$ cat config.mk
export PLATFORM = sky130hd
export DESIGN_NAME = filled_ellipse_span_generator_core
export DESIGN_NICKNAME = d
export VERILOG_FILES = /design/src/fesg_pkg.sv /design/src/fesg_front.sv /design/src/fesg_queue.sv /design/src/fesg_back.sv /design/src/filled_ellipse_span_generator_core.sv
export SDC_FILE = /design/constraint.sdc
export NUM_CORES = 1
export LEC_CHECK = 0
export ABC_CLOCK_PERIOD_IN_PS = 9800
export BUFFER_PORTS_ARGS = -buffer_cell sky130_fd_sc_hd__buf_4
export CAP_MARGIN = 10
export CORE_ASPECT_RATIO = 1.2
export CORE_MARGIN = 2
export CORE_UTILIZATION = 25
export CTS_CLUSTER_DIAMETER = 120
export CTS_CLUSTER_SIZE = 16
export DETAILED_ROUTE_END_ITERATION = 12
export SETUP_SLACK_MARGIN = 0.02
export SKIP_CTS_REPAIR_TIMING = 1
export SLEW_MARGIN = 0
export SYNTH_ARGS = -nofsm -noshare
export SYNTH_HDL_FRONTEND = slang
export SYNTH_SLANG_ARGS = --single-unit
export TNS_END_PERCENT = 100
$ cat constraint.sdc
create_clock -name aclk -period 9.8 [get_ports aclk]
set_input_delay 0.49 -clock aclk [delete_from_list [all_inputs] [get_ports aclk]]
set_output_delay 0.49 -clock aclk [all_outputs]
set_load 0.05 [all_outputs]
$ cat src/fesg_pkg.sv
// ----------------------------------------------------------------------------
// fesg_pkg: shared types and constants
// Field widths, the job descriptor, the span record and the sequencer states.
// ----------------------------------------------------------------------------
package fesg_pkg;

    localparam int COORD_W  = 12;   // centre coordinate
    localparam int RAD_W    = 6;    // radius and row offset
    localparam int POS_W    = 14;   // signed output row / column
    localparam int S_DATA_W = 40;   // 36 payload bits padded to whole bytes
    localparam int M_DATA_W = 64;   // 62 payload bits padded to whole bytes

    localparam int SQ_W     = 12;   // r * r
    localparam int SQSQ_W   = 24;   // rx^2 * ry^2
    localparam int XS_W     = 8;    // signed search column
    localparam int XX_W     = 14;   // x * x for x up to 127
    localparam int MUL_W    = 26;   // shared multiplier product
    localparam int DSTEP_W  = 20;   // (2x - 1) * ry^2
    localparam int DYW_W    = 19;   // (2y - 1) * rx^2

    typedef struct packed {
        logic [COORD_W-1:0] center_x;
        logic [COORD_W-1:0] center_y;
        logic [RAD_W-1:0]   radius_x;
        logic [RAD_W-1:0]   radius_y;
        logic               one_row;    // zero vertical radius: diameter row only
    } job_t;

    typedef struct packed {
        logic [RAD_W-1:0] row_offset;
        logic [POS_W-1:0] top_row;      // two's complement
        logic [POS_W-1:0] bottom_row;   // two's complement
        logic [POS_W-1:0] left_col;     // two's complement
        logic [POS_W-1:0] right_col;    // two's complement
        logic             last;
    } span_t;

    typedef enum logic [3:0] {
        ST_IDLE,
        ST_MUL_HH,
        ST_MUL_WW,
        ST_MUL_HW,
        ST_EMIT0,
        ST_ROW_START,
        ST_SQ,
        ST_TH,
        ST_DH,
        ST_TEST,
        ST_EMIT
    } state_t;

endpackage

$ cat src/fesg_front.sv
// ----------------------------------------------------------------------------
// fesg_front: input classifier
// Unpack an ellipse transfer, saturate the radii and flag single-row jobs.
// ----------------------------------------------------------------------------
module fesg_front #(
    parameter int MAX_RADIUS = 63
) (
    input  logic [fesg_pkg::S_DATA_W-1:0] s_tdata,
    output fesg_pkg::job_t                job
);
    import fesg_pkg::*;

    logic [RAD_W-1:0] rx_raw;
    logic [RAD_W-1:0] ry_raw;
    logic [RAD_W-1:0] rad_max;

    assign rad_max = RAD_W'(MAX_RADIUS);
    assign rx_raw  = s_tdata[2*COORD_W +: RAD_W];
    assign ry_raw  = s_tdata[2*COORD_W+RAD_W +: RAD_W];

    always_comb begin
        job.center_x = s_tdata[0 +: COORD_W];
        job.center_y = s_tdata[COORD_W +: COORD_W];
        job.radius_x = (rx_raw > rad_max) ? rad_max : rx_raw;
        job.radius_y = (ry_raw > rad_max) ? rad_max : ry_raw;
        job.one_row  = (job.radius_y == '0);
    end

endmodule

$ cat src/fesg_queue.sv
// ----------------------------------------------------------------------------
// fesg_queue: job queue
// Two-entry FIFO of job descriptors between the classifier and the walker.
// ----------------------------------------------------------------------------
module fesg_queue (
    input  logic           aclk,
    input  logic           aresetn,
    input  logic           push,
    input  fesg_pkg::job_t push_data,
    output logic           full,
    input  logic           pop,
    output fesg_pkg::job_t pop_data,
    output logic           not_empty
);
    import fesg_pkg::*;

    job_t       entry_reg [2];
    logic       wr_ptr_reg, wr_ptr_next;
    logic       rd_ptr_reg, rd_ptr_next;
    logic [1:0] count_reg, count_next;

    assign full      = (count_reg == 2'd2);
    assign not_empty = (count_reg != 2'd0);
    assign pop_data  = entry_reg[rd_ptr_reg];

    always_comb begin
        wr_ptr_next = push ? ~wr_ptr_reg : wr_ptr_reg;
        rd_ptr_next = pop ? ~rd_ptr_reg : rd_ptr_reg;
        count_next  = count_reg + {1'b0, push} - {1'b0, pop};
    end

    always_ff @(posedge aclk) begin
        if (push) begin
            entry_reg[wr_ptr_reg] <= push_data;
        end
    end

    always_ff @(posedge aclk) begin
        if (!aresetn) begin
            wr_ptr_reg <= 1'b0;
            rd_ptr_reg <= 1'b0;
            count_reg  <= 2'd0;
        end else begin
            wr_ptr_reg <= wr_ptr_next;
            rd_ptr_reg <= rd_ptr_next;
            count_reg  <= count_next;
        end
    end

endmodule

$ cat src/fesg_back.sv
// ----------------------------------------------------------------------------
// fesg_back: span walker
// Walk the rows of one ellipse with a shared multiplier and a slope-tracking
// half-width search, and hold each span in an output register.
// ----------------------------------------------------------------------------
module fesg_back (
    input  logic           aclk,
    input  logic           aresetn,
    input  fesg_pkg::job_t job,
    input  logic           job_valid,
    output logic           job_pop,
    output fesg_pkg::span_t span,
    output logic           span_valid,
    input  logic           span_ready
);
    import fesg_pkg::*;

    state_t                    state_reg, state_next;
    logic [COORD_W-1:0]        cx_reg, cx_next;
    logic [COORD_W-1:0]        cy_reg, cy_next;
    logic [RAD_W-1:0]          rx_reg, rx_next;
    logic [RAD_W-1:0]          ry_reg, ry_next;
    logic                      one_row_reg, one_row_next;
    logic [SQ_W-1:0]           hh_reg, hh_next;
    logic [SQ_W-1:0]           ww_reg, ww_next;
    logic [SQSQ_W-1:0]         hhww_reg, hhww_next;
    logic [RAD_W-1:0]          x0_reg, x0_next;
    logic signed [RAD_W:0]     dx_reg, dx_next;
    logic signed [XS_W-1:0]    x_reg, x_next;
    logic [RAD_W-1:0]          y_reg, y_next;
    logic [SQSQ_W-1:0]         yyww_reg, yyww_next;
    logic [DYW_W-1:0]          dyw_reg, dyw_next;
    logic [XX_W-1:0]           xx_reg, xx_next;
    logic [MUL_W-1:0]          t_reg, t_next;
    logic [DSTEP_W-1:0]        d_reg, d_next;
    span_t                     out_reg, out_next;
    logic                      out_valid_reg, out_valid_next;

    logic [XX_W-1:0]           mul_a;
    logic [SQ_W-1:0]           mul_b;
    logic [MUL_W-1:0]          mul_p;
    logic                      out_free;
    logic                      x_pos;
    logic [MUL_W:0]            lhs_sum;
    logic                      fits;
    logic                      search_done;
    logic [RAD_W-1:0]          x_fin;
    logic                      row_last;

    assign out_free    = !out_valid_reg || span_ready;
    assign x_pos       = !x_reg[XS_W-1] && (x_reg != '0);
    assign lhs_sum     = {1'b0, t_reg} + (MUL_W+1)'(yyww_reg);
    assign fits        = lhs_sum <= (MUL_W+1)'(hhww_reg);
    assign search_done = !x_pos || fits;
    assign x_fin       = x_pos ? x_reg[RAD_W-1:0] : '0;
    assign row_last    = (y_reg == ry_reg);
    assign job_pop     = (state_reg == ST_IDLE) && job_valid;
    assign span        = out_reg;
    assign span_valid  = out_valid_reg;

    // Shared multiplier: one product per cycle, always captured in a register.
    always_comb begin
        case (state_reg)
            ST_MUL_HH: begin
                mul_a = XX_W'(ry_reg);
                mul_b = SQ_W'(ry_reg);
            end
            ST_MUL_WW: begin
                mul_a = XX_W'(rx_reg);
                mul_b = SQ_W'(rx_reg);
            end
            ST_MUL_HW: begin
                mul_a = XX_W'(hh_reg);
                mul_b = ww_reg;
            end
            ST_SQ: begin
                mul_a = XX_W'(x_reg[XS_W-2:0]);
                mul_b = SQ_W'(x_reg[XS_W-2:0]);
            end
            ST_TH: begin
                mul_a = xx_reg;
                mul_b = hh_reg;
            end
            ST_DH: begin
                mul_a = XX_W'(x_reg[XS_W-2:0]);
                mul_b = hh_reg;
            end
            default: begin
                mul_a = '0;
                mul_b = '0;
            end
        endcase
    end

    assign mul_p = MUL_W'(mul_a) * MUL_W'(mul_b);

    // Next state
    always_comb begin
        state_next = state_reg;
        case (state_reg)
            ST_IDLE:      if (job_valid) state_next = ST_MUL_HH;
            ST_MUL_HH:    state_next = ST_MUL_WW;
            ST_MUL_WW:    state_next = ST_MUL_HW;
            ST_MUL_HW:    state_next = ST_EMIT0;
            ST_EMIT0: begin
                if (out_free) state_next = one_row_reg ? ST_IDLE : ST_ROW_START;
            end
            ST_ROW_START: state_next = ST_SQ;
            ST_SQ:        state_next = x_pos ? ST_TH : ST_TEST;
            ST_TH:        state_next = ST_DH;
            ST_DH:        state_next = ST_TEST;
            ST_TEST:      if (search_done) state_next = ST_EMIT;
            ST_EMIT: begin
                if (out_free) state_next = row_last ? ST_IDLE : ST_ROW_START;
            end
            default:      state_next = ST_IDLE;
        endcase
    end

    // Datapath and outputs
    always_comb begin
        cx_next        = cx_reg;
        cy_next        = cy_reg;
        rx_next        = rx_reg;
        ry_next        = ry_reg;
        one_row_next   = one_row_reg;
        hh_next        = hh_reg;
        ww_next        = ww_reg;
        hhww_next      = hhww_reg;
        x0_next        = x0_reg;
        dx_next        = dx_reg;
        x_next         = x_reg;
        y_next         = y_reg;
        yyww_next      = yyww_reg;
        dyw_next       = dyw_reg;
        xx_next        = xx_reg;
        t_next         = t_reg;
        d_next         = d_reg;
        out_next       = out_reg;
        out_valid_next = out_valid_reg && !span_ready;

        case (state_reg)
            ST_IDLE: begin
                if (job_valid) begin
                    cx_next      = job.center_x;
                    cy_next      = job.center_y;
                    rx_next      = job.radius_x;
                    ry_next      = job.radius_y;
                    one_row_next = job.one_row;
                end
            end
            ST_MUL_HH: hh_next   = mul_p[SQ_W-1:0];
            ST_MUL_WW: ww_next   = mul_p[SQ_W-1:0];
            ST_MUL_HW: hhww_next = mul_p[SQSQ_W-1:0];
            ST_EMIT0: begin
                if (out_free) begin
                    out_next.row_offset = '0;
                    out_next.top_row    = POS_W'(cy_reg);
                    out_next.bottom_row = POS_W'(cy_reg);
                    out_next.left_col   = POS_W'(cx_reg) - POS_W'(rx_reg);
                    out_next.right_col  = POS_W'(cx_reg) + POS_W'(rx_reg);
                    out_next.last       = one_row_reg;
                    out_valid_next      = 1'b1;
                    x0_next             = rx_reg;
                    dx_next             = '0;
                    y_next              = RAD_W'(1);
                    yyww_next           = '0;
                    dyw_next            = DYW_W'(ww_reg);
                end
            end
            ST_ROW_START: begin
                // Start one beyond the previous slope guess; advance y*y*rx*rx.
                x_next    = {2'b00, x0_reg} + XS_W'(1) - {dx_reg[RAD_W], dx_reg};
                yyww_next = yyww_reg + SQSQ_W'(dyw_reg);
                dyw_next  = dyw_reg + DYW_W'({ww_reg, 1'b0});
            end
            ST_SQ: xx_next = mul_p[XX_W-1:0];
            ST_TH: t_next  = mul_p;
            ST_DH: d_next  = DSTEP_W'({mul_p, 1'b0}) - DSTEP_W'(hh_reg);
            ST_TEST: begin
                if (search_done) begin
                    x0_next = x_fin;
                    dx_next = {1'b0, x0_reg} - {1'b0, x_fin};
                end else begin
                    // Step x down: x^2 drops by 2x-1, and that step by 2.
                    x_next = x_reg - XS_W'(1);
                    t_next = t_reg - MUL_W'(d_reg);
                    d_next = d_reg - DSTEP_W'({hh_reg, 1'b0});
                end
            end
            ST_EMIT: begin
                if (out_free) begin
                    out_next.row_offset = y_reg;
                    out_next.top_row    = POS_W'(cy_reg) - POS_W'(y_reg);
                    out_next.bottom_row = POS_W'(cy_reg) + POS_W'(y_reg);
                    out_next.left_col   = POS_W'(cx_reg) - POS_W'(x0_reg);
                    out_next.right_col  = POS_W'(cx_reg) + POS_W'(x0_reg);
                    out_next.last       = row_last;
                    out_valid_next      = 1'b1;
                    y_next              = y_reg + RAD_W'(1);
                end
            end
            default: begin
            end
        endcase
    end

    always_ff @(posedge aclk) begin
        cx_reg      <= cx_next;
        cy_reg      <= cy_next;
        rx_reg      <= rx_next;
        ry_reg      <= ry_next;
        one_row_reg <= one_row_next;
        hh_reg      <= hh_next;
        ww_reg      <= ww_next;
        hhww_reg    <= hhww_next;
        x0_reg      <= x0_next;
        dx_reg      <= dx_next;
        x_reg       <= x_next;
        y_reg       <= y_next;
        yyww_reg    <= yyww_next;
        dyw_reg     <= dyw_next;
        xx_reg      <= xx_next;
        t_reg       <= t_next;
        d_reg       <= d_next;
        out_reg     <= out_next;
    end

    always_ff @(posedge aclk) begin
        if (!aresetn) begin
            state_reg     <= ST_IDLE;
            out_valid_reg <= 1'b0;
        end else begin
            state_reg     <= state_next;
            out_valid_reg <= out_valid_next;
        end
    end

`ifndef SYNTH
    // A half width that passes the ellipse test never exceeds the horizontal radius.
    assert property (@(posedge aclk) disable iff (!aresetn)
        (state_reg == ST_TEST && x_pos && fits) |-> (x_reg <= $signed({2'b00, rx_reg})))
        else $error("fesg_back: half width beyond radius");

    // A span handed to the output register is offered on the next cycle.
    assert property (@(posedge aclk) disable iff (!aresetn)
        ((state_reg == ST_EMIT || state_reg == ST_EMIT0) && out_free) |=> out_valid_reg)
        else $error("fesg_back: emitted span not presented");

    // Row walking only happens for ellipses with a vertical radius.
    assert property (@(posedge aclk) disable iff (!aresetn)
        (state_reg == ST_ROW_START) |-> (hh_reg != '0 && !one_row_reg))
        else $error("fesg_back: row walk on a single-row ellipse");

    // A new job is taken only after the previous one has issued its last span.
    assert property (@(posedge aclk) disable iff (!aresetn)
        (job_pop && out_valid_reg) |-> out_reg.last)
        else $error("fesg_back: job taken before previous ellipse finished");
`endif

endmodule

$ cat src/filled_ellipse_span_generator_core.sv
// ----------------------------------------------------------------------------
// filled_ellipse_span_generator_core: filled ellipse span generator
// Turn an ellipse (integer centre, two radii) into the horizontal spans that
// fill it: the diameter row first, then one mirrored span pair per row offset.
// ----------------------------------------------------------------------------
//  Channel  | Direction | Transfer                                | Per item
//  s_*      | in        | one ellipse: centre and radii           | 1
//  m_*      | out       | one span pair (tlast on the final pair) | radius_y + 1
//
//  Schedule: the walker squares the radii and forms their product (MUL_HH,
//  MUL_WW, MUL_HW), emits the diameter row (EMIT0), then per row offset runs
//  ROW_START, SQ, TH, DH, TEST and EMIT (SQ goes straight to TEST when the
//  search starts at or below column zero), repeating TEST for each half-width
//  decrement; the shared multiplier and the one-step-a-cycle search loop set the pace.
//  Reset: aresetn is synchronous, active low; it empties the job queue and
//  drops any span held on the output.
//  Stalls: the two-entry job queue lets s_* accept up to two ellipses while the
//  walker is busy; a stalled m_* holds the walker in its emit step.
// ----------------------------------------------------------------------------
module filled_ellipse_span_generator_core #(
    parameter int MAX_RADIUS = 63
) (
    input  logic                          aclk,
    input  logic                          aresetn,

    input  logic                          s_tvalid,
    output logic                          s_tready,
    // [11:0] center_x, [23:12] center_y, [29:24] radius_x, [35:30] radius_y
    input  logic [fesg_pkg::S_DATA_W-1:0] s_tdata,

    output logic                          m_tvalid,
    input  logic                          m_tready,
    // [5:0] row_offset, [19:6] top_row, [33:20] bottom_row,
    // [47:34] left_col, [61:48] right_col
    output logic [fesg_pkg::M_DATA_W-1:0] m_tdata,
    output logic                          m_tlast
);
    import fesg_pkg::*;

    job_t  front_job;
    job_t  queue_job;
    logic  queue_full;
    logic  queue_valid;
    logic  queue_pop;
    logic  push;
    span_t span;

    // Accept an ellipse whenever the job queue has room.
    assign s_tready = !queue_full;
    assign push     = s_tvalid && s_tready;

    fesg_front #(
        .MAX_RADIUS(MAX_RADIUS)
    ) u_front (
        .s_tdata (s_tdata),
        .job     (front_job)
    );

    fesg_queue u_queue (
        .aclk      (aclk),
        .aresetn   (aresetn),
        .push      (push),
        .push_data (front_job),
        .full      (queue_full),
        .pop       (queue_pop),
        .pop_data  (queue_job),
        .not_empty (queue_valid)
    );

    fesg_back u_back (
        .aclk       (aclk),
        .aresetn    (aresetn),
        .job        (queue_job),
        .job_valid  (queue_valid),
        .job_pop    (queue_pop),
        .span       (span),
        .span_valid (m_tvalid),
        .span_ready (m_tready)
    );

    // Pack the span fields, lowest first, zero padded to whole bytes.
    assign m_tdata = {2'b00, span.right_col, span.left_col, span.bottom_row,
                      span.top_row, span.row_offset};
    assign m_tlast = span.last;

endmodule
==> flow_metrics.env, run 1 <==
export IMPL_vias=17900
export IMPL_setup_violations=0
export IMPL_vias_per_cell=4.54
export IMPL_gr_total_overflow=0
export IMPL_ys_seq_area_frac=0.409
export IMPL_clkPwrFrac=0.141
export IMPL_synth_top_area_cell="edfxtp_1"
export IMPL_regArea_um2=10600
export IMPL_clock_fmax_ghz=0.122
export IMPL_portBuffers=102
export IMPL_yosys_most_used_dff="edfxtp_1"
export IMPL_comb_power_share=0.514
export IMPL_clk_pin_slew_ns=0.08
export IMPL_cp_max_fo=15
export IMPL_slowest_stage="nor2_1"
export IMPL_status="complete, no violations"
export IMPL_rsz0062_at_grt="false"
export IMPL_critPathCaptureType="flip-flop"
export IMPL_cp_common_cell="fa_1"
export IMPL_synthTopCellsByArea="edfxtp_1 40%, ha_1 11%, fa_1 10%, inv_1 4.1%, xnor2_1 3.8%"
export IMPL_core_area_um2=103000
export IMPL_antenna_found_initial=0
export IMPL_first_pass_iters=5
export IMPL_place_hpwl_mm=48.0
export IMPL_routed_wl_mm=62.4
export IMPL_die_area_um2=106000
export IMPL_diodes=0
export IMPL_grt_max_degree=87
export IMPL_cp_data_required_time_ns=10.12
export IMPL_async_reset_ff_frac=0
export IMPL_numCtsBuffers=26
export IMPL_clock_sinks=355
export IMPL_multiInputGateArea_um2=13900
export IMPL_drive_gt1_frac=0.0817
export IMPL_p_leak_nw=12.0
export IMPL_gp_congestion=0.898
export IMPL_totalPowerFinal_mw=7.36
export IMPL_synth_top_area_frac=0.402
export IMPL_synth_distinct_cells=74
export IMPL_hold_class="primary input to flip-flop"
export IMPL_grt_pass1_wl_mm=98.3
export IMPL_wl_per_cell_um=15.8
export IMPL_synth_warnings=0
export IMPL_synthesis_area_um2=25900
export IMPL_fin_util=0.281
export IMPL_relSlewSlack=0.231
export IMPL_clock_latency_ns=0.58
export IMPL_slew_violations=0
export IMPL_power_internal_mw=4.20
export IMPL_min_period_over_period=0.839
export IMPL_switching_share=0.429
export IMPL_timing_final_crit_period_ns=8.22
export IMPL_ioPinCount=111
export IMPL_n_fill_cell=10800
export IMPL_grt_pass1_vias=18000
export IMPL_fin_setup_tns_ns=0
export IMPL_h_tree_depth=1
export IMPL_die_h_um=356
export IMPL_cp_arrival_ns=8.55
export IMPL_seq_power_share=0.345
export IMPL_avgSynthCellArea_um2=10.4
export IMPL_initial_utilization=0.251
export IMPL_power_density_nw_per_um2=255
export IMPL_crit_type="flip-flop to flip-flop"
export IMPL_cts_tree="done"
export IMPL_largest_reg_flops=74
export IMPL_cp_start_kind="flip-flop"
export IMPL_cts_max_path_buffers=3
export IMPL_drt_iter0_markers=1000
export IMPL_postRouteAntennaNets=0
export IMPL_skew_ns=0.0262
export IMPL_synth_edf_count=346
export IMPL_hold_violations=0
export IMPL_worstMarginPinSlew_ns=1.15
export IMPL_final_nets=2964
export IMPL_maxCapViolCount=0
export IMPL_drcViolationCount=0
export IMPL_syn_to_final_growth_pct=11.8
export IMPL_peakVddDrop_mv=0.166
export IMPL_cpPeakStageDelay_ns=0.65
export IMPL_die_w_um=298
export IMPL_power_switching_mw=3.16
export IMPL_path_cells="nand2_1 > nor2_1 > buf_4 > a22oi_1 > nand3_1 > nand2_1 > fa_1 > inv_1 > fa_1 > ha_1 > fa_1 > inv_1 > fa_1 > inv_1 > ha_1 > a2111o_1 > a31oi_1 > o21bai_1 > xor2_1 > or4_4 > nor3_2 > a21oi_1 > a211o_1"
export IMPL_clockRootBuffer="clkbuf_16"
export IMPL_ys_ff_latch=355
export IMPL_syn_inst=2491
export IMPL_grt_usage=0.115
export IMPL_rows=129
-- worst paths after layout --
| path | to | startpoint | cells after the start | slack, ns |
|---|---|---|---|---|
| max reg2reg | u_back.d_reg[18] | u_back.state_reg[1] | 23 | 1.58 |
| max | u_back.d_reg[18] | u_back.state_reg[1] | 23 | 1.58 |
| min reg2reg | u_back.cy_reg[2] | u_queue.entry_reg[1][15] | 1 | 0.54 |
| min | u_queue.entry_reg[1][28] | s_tdata[3] | 1 | 0.10 |
-- cells in the final DEF (no fill, tap or decap), types with 39 or more instances in the layout --
cell type and instances:
nand2_1 252, o21ai_0 102, nor2_1 187, inv_1 281
buf_4 115, a21oi_1 135, fa_1 132, ha_1 229
edfxtp_1 346, nand3_1 54, xor2_1 72, a21o_1 49
mux2_2 39, xnor2_1 111
-- stage by stage --
| step | hold WS (ns) | worst slack, ns | std cells | area, µm² |
|---|---|---|---|---|
| 3_3_place_gp | 0.526 | 1.77 | 3906 | 28200 |
| 5_1_grt | 0.0668 | 1.12 | 3945 | 28900 |
| 6_report | 0.105 | 1.58 | 3945 | 28900 |
| 2_1_floorplan | 0.523 | 2.18 | 2494 | 25900 |
| 4_1_cts | 0.0673 | 1.63 | 3945 | 28900 |
| 3_5_place_dp | 0.531 | 1.65 | 3906 | 28200 |
-- cell usage after synthesis, types with 10 or more instances --
| cell type | number |
|---|---|
| nand2b_1 | 35 |
| a22oi_1 | 26 |
| a22o_1 | 10 |
| edfxtp_1 | 346 |
| and3_1 | 22 |
| o21bai_1 | 26 |
| nor3_1 | 35 |
| fa_1 | 132 |
| a31oi_1 | 22 |
| inv_1 | 281 |
| xor2_1 | 72 |
| clkbuf_1 | 64 |
| a21o_1 | 49 |
| o21ai_1 | 15 |
| ha_1 | 229 |
| nor2b_1 | 22 |
| o21ai_0 | 102 |
| nand3_1 | 54 |
| nor2_1 | 191 |
| o21a_1 | 15 |
| a211oi_1 | 11 |
| nor4_1 | 11 |
| and2_1 | 22 |
| nand2_1 | 254 |
| or3_1 | 20 |
| o211ai_1 | 14 |
| a21oi_1 | 135 |
| mux2_2 | 39 |
| xnor2_1 | 111 |
-- layer usage --
metal / wire (µm) / track usage / part of all wire
met1: 26200 / 0.137 / 0.42
met2: 32300 / 0.216 / 0.52
met3: 2590 / 0.0163 / 0.041
met4: 1290 / 0.0272 / 0.021
met5: 0 / 0 / 0
-- power groups by stage --
stage | combinational, mW | clock [mW] | sequential (mW)
final | 3.78 | 1.04 | 2.54
after floorplan | 2.72 | 0 | 2.62
after CTS | 3.80 | 1.07 | 2.55
after global routing | 4.23 | 1.12 | 2.58
after global placement | 3.72 | 0 | 2.58
after detailed placement | 3.77 | 0 | 2.58
-- layout make-up --
type,instances,area share
Multi-Input combinational cell,1780,0.483
Tap cell,1375,0.0595
Clock buffer,37,0.0247
Inverter,281,0.0365
Timing Repair Buffer,115,0.0299
Sequential cell,355,0.366
Clock inverter,2,0.000693
-- critical path: cells and delay by family (launching register included) --
family	cells	cell delay (ns)
AO/OA/AOI/OAI	6	1.50
AND/OR/NAND/NOR	6	2.26
adder cells (fa/ha/maj)	6	2.78
flip-flops	1	0.61
XOR/XNOR	1	0.29
buffers and inverters	4	0.51
-- cells by family after synthesis --
logic type	synth area share
AND/OR/NAND/NOR	0.124
buffers and inverters	0.0533
AO/OA/AOI/OAI	0.121
XOR/XNOR	0.0620
adder cells (fa/ha/maj)	0.213
other	0.000145
flip-flops	0.409
multiplexers	0.0181
Power figures use the tool's default switching activity.
==> run 2: changes to the inputs <==
- ABC_CLOCK_PERIOD_IN_PS: 9800 -> 6800
- clock period: 9.8 -> 6.8 ns (I/O delays scaled with it)
==> run 2 against run 1 <==
Compared with the run above: utilization rose by 1.7 points; first-iteration DRC count rose by 8.7%; clock skew fell by 0.0057 ns; combinational power rose by 61%; sequential power rose by 44%; via count rose by 3.7%; power rose by 53%; register-to-register slack got worse by 1.3 ns; critical path type unchanged.
==> flow_metrics.env, run 2 (same netlist as run 1, synthesis figures left out) <==
export IMPL_grt_max_degree=70
export IMPL_grt_pass1_vias=18400
export IMPL_cp_start_kind="flip-flop"
export IMPL_worstMarginPinSlew_ns=1.08
export IMPL_antenna_found_initial=0
export IMPL_layout_commonest_cell="edfxtp_1"
export IMPL_cp_max_fo=5
export IMPL_worst_r2r_cell_count=24
export IMPL_drcViolationCount=0
export IMPL_hold_violations=0
export IMPL_final_cell_mix="346 x edfxtp_1, 281 x inv_1, 247 x nand2_1, 240 x buf_4, 227 x ha_1"
export IMPL_holdPathEnd="u_back.state_reg[0]"
export IMPL_cpPeakStageDelay_ns=0.56
export IMPL_setup_violations=0
export IMPL_skew_ns=0.0205
export IMPL_postRouteAntennaNets=0
export IMPL_numCtsBuffers=26
export IMPL_gp_congestion=0.901
export IMPL_critPathCaptureType="flip-flop"
export IMPL_routed_wl_mm=64.6
export IMPL_die_h_um=356
export IMPL_cts_max_path_buffers=3
export IMPL_largest_reg_flops=74
export IMPL_clk_pin_slew_ns=0.08
export IMPL_path_cells="or2_4 > nor2_4 > buf_6 > a22oi_2 > buf_4 > nand3_2 > nand2_1 > fa_1 > inv_1 > fa_2 > ha_4 > fa_1 > inv_1 > fa_1 > inv_1 > ha_4 > a2111o_1 > o21ba_4 > o21ai_1 > xnor2_1 > or4_4 > nor3_4 > a21oi_1 > a211o_1"
export IMPL_place_hpwl_mm=50.7
export IMPL_r2r_start="u_back.state_reg[3]"
export IMPL_gr_total_overflow=0
export IMPL_die_area_um2=106000
export IMPL_hold_class="primary input to flip-flop"
export IMPL_h_tree_depth=1
export IMPL_rows=129
export IMPL_grt_pass1_wl_mm=100
export IMPL_min_delay_start="aresetn"
export IMPL_ioPinCount=111
export IMPL_min_path_cells=3
export IMPL_relSlewSlack=0.283
export IMPL_reg2reg_to="u_back.d_reg[18]"
export IMPL_slew_violations=0
export IMPL_cp_arrival_ns=6.86
export IMPL_r2r_setup_slack_ns=0.28
export IMPL_peakVddDrop_mv=0.203
export IMPL_maxCapViolCount=0
export IMPL_diodes=0
export IMPL_cp_data_required_time_ns=7.14
export IMPL_p_leak_nw=12.9
export IMPL_clock_latency_ns=0.58
export IMPL_timing_final_crit_period_ns=6.52
export IMPL_vias_per_cell=4.51
export IMPL_crit_type="flip-flop to flip-flop"
export IMPL_cts_tree="done"
export IMPL_slowest_stage="or4_4"
export IMPL_syn_to_final_growth_pct=18.6
export IMPL_clock_sinks=355
export IMPL_grt_usage=0.118
export IMPL_n_fill_cell=10600
export IMPL_vias=18600
export IMPL_first_pass_iters=5
export IMPL_final_nets=3134
export IMPL_portBuffers=102
export IMPL_initial_utilization=0.251
export IMPL_die_w_um=298
export IMPL_fin_util=0.298
export IMPL_drive_gt1_frac=0.148
export IMPL_clockRootBuffer="clkbuf_16"
export IMPL_power_density_nw_per_um2=367
export IMPL_clock_fmax_ghz=0.153
export IMPL_wl_per_cell_um=15.7
export IMPL_min_period_over_period=0.959
export IMPL_status="complete, no violations"
export IMPL_totalPowerFinal_mw=11.2
export IMPL_core_area_um2=103000
export IMPL_drt_iter0_markers=1087
-- run 2: final cells by class --
cell class | count | area [µm²] | area share
repair buffers | 285 | 2270 | 0.0741
flip-flops and latches | 355 | 10600 | 0.345
well taps | 1375 | 1720 | 0.0561
clock buffers | 38 | 717 | 0.0234
multi-input cells | 1780 | 14300 | 0.466
clock inverters | 2 | 27.5 | 0.000898
inverters | 281 | 1050 | 0.0344
-- run 2: how the worst max path moves through the flow --
| stage | start | to | cells after the start |
|---|---|---|---|
| 2_1_floorplan | u_back.state_reg[2] | u_back.d_reg[18] | 23 |
| 3_3_place_gp | u_back.state_reg[3] | u_back.d_reg[18] | 23 |
| 3_5_place_dp | u_back.state_reg[2] | u_back.t_reg[24] | 25 |
| 4_1_cts | u_back.state_reg[3] | u_back.t_reg[24] | 25 |
| 5_1_grt | u_back.state_reg[0] | u_back.d_reg[19] | 25 |
| 6_report | u_back.state_reg[3] | u_back.d_reg[18] | 24 |
-- run 2: stage by stage --
| stage | cell area, µm² | hold slack, ns | setup TNS (ns) | worst slack (ns) | cells |
|---|---|---|---|---|---|
| after floorplan | 25900 | 0.439 | 0 | 0.0430 | 2494 |
| after global routing | 30700 | 0.0258 | -0.0142 | -0.0142 | 4116 |
| after CTS | 29800 | -0.0903 | -0.145 | -0.0661 | 4063 |
| final | 30700 | 0.0338 | 0 | 0.277 | 4116 |
| after detailed placement | 29100 | 0.527 | -0.154 | -0.0706 | 4023 |
| after global placement | 29100 | 0.525 | 0 | 0.0108 | 4023 |
-- run 2: critical path: cells and delay by family, from the launching register on --
kind / cells / cell delay [ns]
AO/OA/AOI/OAI: 6 / 1.28
XOR/XNOR: 1 / 0.16
adder cells (fa/ha/maj): 6 / 2.62
buffers and inverters: 5 / 0.49
flip-flops: 1 / 0.34
AND/OR/NAND/NOR: 6 / 1.40
-- run 2: power breakdown --
| part | switching, mW | total [mW] | internal (mW) | leakage [nW] |
|---|---|---|---|---|
| clock network | 0.776 | 1.51 | 0.732 | 0.359 |
| logic | 3.52 | 6.08 | 2.55 | 9.26 |
| registers | 0.419 | 3.66 | 3.25 | 3.27 |
| total | 4.72 | 11.2 | 6.53 | 12.9 |
-- run 2: per-layer routing --
metal | global-route usage | vias up | wire, µm
met1 | 0.138 | 8957 | 26000
met5 | 0 | - | 0
met2 | 0.221 | 385 | 33600
li1 | - | 9129 | -
met4 | 0.0375 | 0 | 2040
met3 | 0.0146 | 85 | 2910
==> run 3: changes to the inputs <==
- CORE_MARGIN: 2 -> 10
- CTS_BUF_LIST: default -> sky130_fd_sc_hd__clkbuf_16
- SKIP_LAST_GASP: default -> 1
==> run 3 against run 2 <==
Compared with the run above: maximum frequency decreased by 0.83%; sequential share of layout area increased by 0.20 points; critical path depth increased by 1; via count decreased by 0.94%; largest power group unchanged; worst setup slack got worse by 0.055 ns; power decreased by 1.2%; first-iteration DRC count decreased by 16%; clock power decreased by 3%; final cell count decreased by 0.51%; critical path type unchanged; non-clock buffer count decreased by 20; count of clock-buffer cells in the layout decreased by 11.
==> flow_metrics.env, run 3 (same netlist as run 1, synthesis figures left out) <==
export IMPL_cp_max_fo=7
export IMPL_final_nets=3115
export IMPL_routed_wl_mm=65.6
export IMPL_cp_data_required_time_ns=7.13
export IMPL_clock_sinks=355
export IMPL_r2r_start="u_back.state_reg[3]"
export IMPL_die_w_um=314
export IMPL_hold_violations=0
export IMPL_grt_usage=0.108
export IMPL_drive_gt1_frac=0.142
export IMPL_die_h_um=372
export IMPL_min_period_over_period=0.967
export IMPL_layout_commonest_cell="edfxtp_1"
export IMPL_h_tree_depth=1
export IMPL_regArea_um2=10600
export IMPL_peakVddDrop_mv=0.240
export IMPL_die_area_um2=117000
export IMPL_relSlewSlack=0.188
export IMPL_setup_violations=0
export IMPL_numCtsBuffers=26
export IMPL_final_area_um2=30500
export IMPL_drcViolationCount=0
export IMPL_wl_per_cell_um=16.0
export IMPL_clk_pin_slew_ns=0.09
export IMPL_hold_class="primary input to flip-flop"
export IMPL_largest_reg_flops=74
export IMPL_cp_startpoint="u_back.state_reg[3]"
export IMPL_clockRootBuffer="clkbuf_16"
export IMPL_rsz0062_at_grt="true"
export IMPL_portBuffers=102
export IMPL_timing_final_crit_period_ns=6.58
export IMPL_r2r_setup_slack_ns=0.22
export IMPL_holdWs_ns=0.0476
export IMPL_slew_violations=0
export IMPL_cp_start_kind="flip-flop"
export IMPL_power_density_nw_per_um2=365
export IMPL_initial_utilization=0.251
export IMPL_gp_congestion=0.897
export IMPL_worstMarginPinSlew_ns=1.21
export IMPL_fin_util=0.296
export IMPL_place_hpwl_mm=51.7
export IMPL_p_leak_nw=12.8
export IMPL_vias_per_cell=4.49
export IMPL_multiInputGateArea_um2=14300
export IMPL_diodes=0
export IMPL_crit_type="flip-flop to flip-flop"
export IMPL_ioPinCount=111
export IMPL_cp_arrival_ns=6.91
export IMPL_clock_fmax_ghz=0.152
export IMPL_syn_to_final_growth_pct=17.8
export IMPL_n_fill_cell=10700
export IMPL_status="complete, no violations"
export IMPL_first_pass_iters=5
export IMPL_placed_cell_area_um2=29000
export IMPL_grt_pass1_wl_mm=102
export IMPL_clock_latency_ns=0.57
export IMPL_maxCapViolCount=0
export IMPL_antenna_found_initial=0
export IMPL_crit_end="u_back.d_reg[18]"
export IMPL_worst_r2r_cell_count=25
export IMPL_gr_total_overflow=0
export IMPL_instances_no_fill=4095
export IMPL_fin_setup_tns_ns=0
export IMPL_cts_tree="done"
export IMPL_reg2reg_to="u_back.d_reg[18]"
export IMPL_cts_max_path_buffers=3
export IMPL_final_cell_mix="346 x edfxtp_1, 291 x inv_1, 243 x nand2_1, 227 x ha_1, 224 x buf_4"
export IMPL_core_area_um2=103000
export IMPL_grt_pass1_vias=18400
export IMPL_postRouteAntennaNets=0
export IMPL_critPathCaptureType="flip-flop"
export IMPL_skew_ns=0.0186
export IMPL_vias=18400
export IMPL_drt_iter0_markers=914
export IMPL_placedCellCount=4006
export IMPL_grt_max_degree=69
export IMPL_rows=129
-- run 3: changes by cell type in the layout (fill, tap and decap cells not counted), sizes merged --
cell / previous run / this run
clkbuf: 38 / 27
inv: 282 / 291
buf: 249 / 229
nor2: 191 / 192
-- run 3: final cells by class --
| cell class | instances | share of cell area |
|---|---|---|
| well taps | 1375 | 0.0565 |
| inverters | 281 | 0.0346 |
| multi-input cells | 1781 | 0.469 |
| repair buffers | 265 | 0.0692 |
| flip-flops and latches | 355 | 0.347 |
| clock buffers | 27 | 0.0222 |
| clock inverters | 11 | 0.00177 |
-- run 3: where the power goes --
part | switching, mW | internal [mW] | total, mW | leakage, nW
combinational | 3.50 | 2.48 | 5.98 | 9.14
sequential | 0.417 | 3.24 | 3.66 | 3.27
clock | 0.763 | 0.711 | 1.47 | 0.393
-- run 3: worst min-delay path by stage --
| stage | depth (start not counted) | startpoint | endpoint | slack [ns] |
|---|---|---|---|---|
| after global placement | 1 | s_tdata[18] | u_queue.entry_reg[0][19] | 0.53 |
| after detailed placement | 1 | s_tdata[16] | u_queue.entry_reg[1][17] | 0.53 |
| after floorplan | 0 | s_tdata[12] | u_queue.entry_reg[0][13] | 0.44 |
| after CTS | 1 | s_tdata[2] | u_queue.entry_reg[0][27] | -0.08 |
| after global routing | 3 | aresetn | u_back.state_reg[0] | 0.06 |
| final | 3 | aresetn | u_back.state_reg[0] | 0.05 |
-- run 3: critical path: stages, from the launching register on --
cell and delay, ns:
dfxtp_2 0.34, or2_4 0.31, nor2_4 0.21, a22oi_2 0.08, buf_4 0.18, nand3_2 0.07, buf_6 0.11, buf_4 0.13
nand2_1 0.07, fa_1 0.52, inv_1 0.05, fa_1 0.48, fa_1 0.52, fa_1 0.54, inv_1 0.05, fa_1 0.59
inv_1 0.07, ha_1 0.34, a21oi_2 0.23, o21ba_2 0.15, o31ai_1 0.07, xor2_1 0.17, or4_4 0.47, nor3_4 0.22
a21oi_1 0.09, a211o_1 0.27
-- run 3: through the flow --
step / setup WS, ns / total power, mW
finish: 0.222 / 11.1
global route: -0.0384 / 12.0
CTS: -0.0654 / 11.0
detailed placement: -0.0613 / 9.51
global placement: -0.0129 / 9.43
floorplan: 0.0430 / 7.71
-- run 3: metal layers --
layer / share of wire / wire length, µm / up-vias / track usage
met5: 0 / 0 / - / 0
met3: 0.041 / 2680 / 93 / 0.0174
li1: - / - / 9095 / -
met2: 0.52 / 33800 / 363 / 0.201
met1: 0.41 / 26900 / 8830 / 0.125
met4: 0.033 / 2160 / 0 / 0.0346
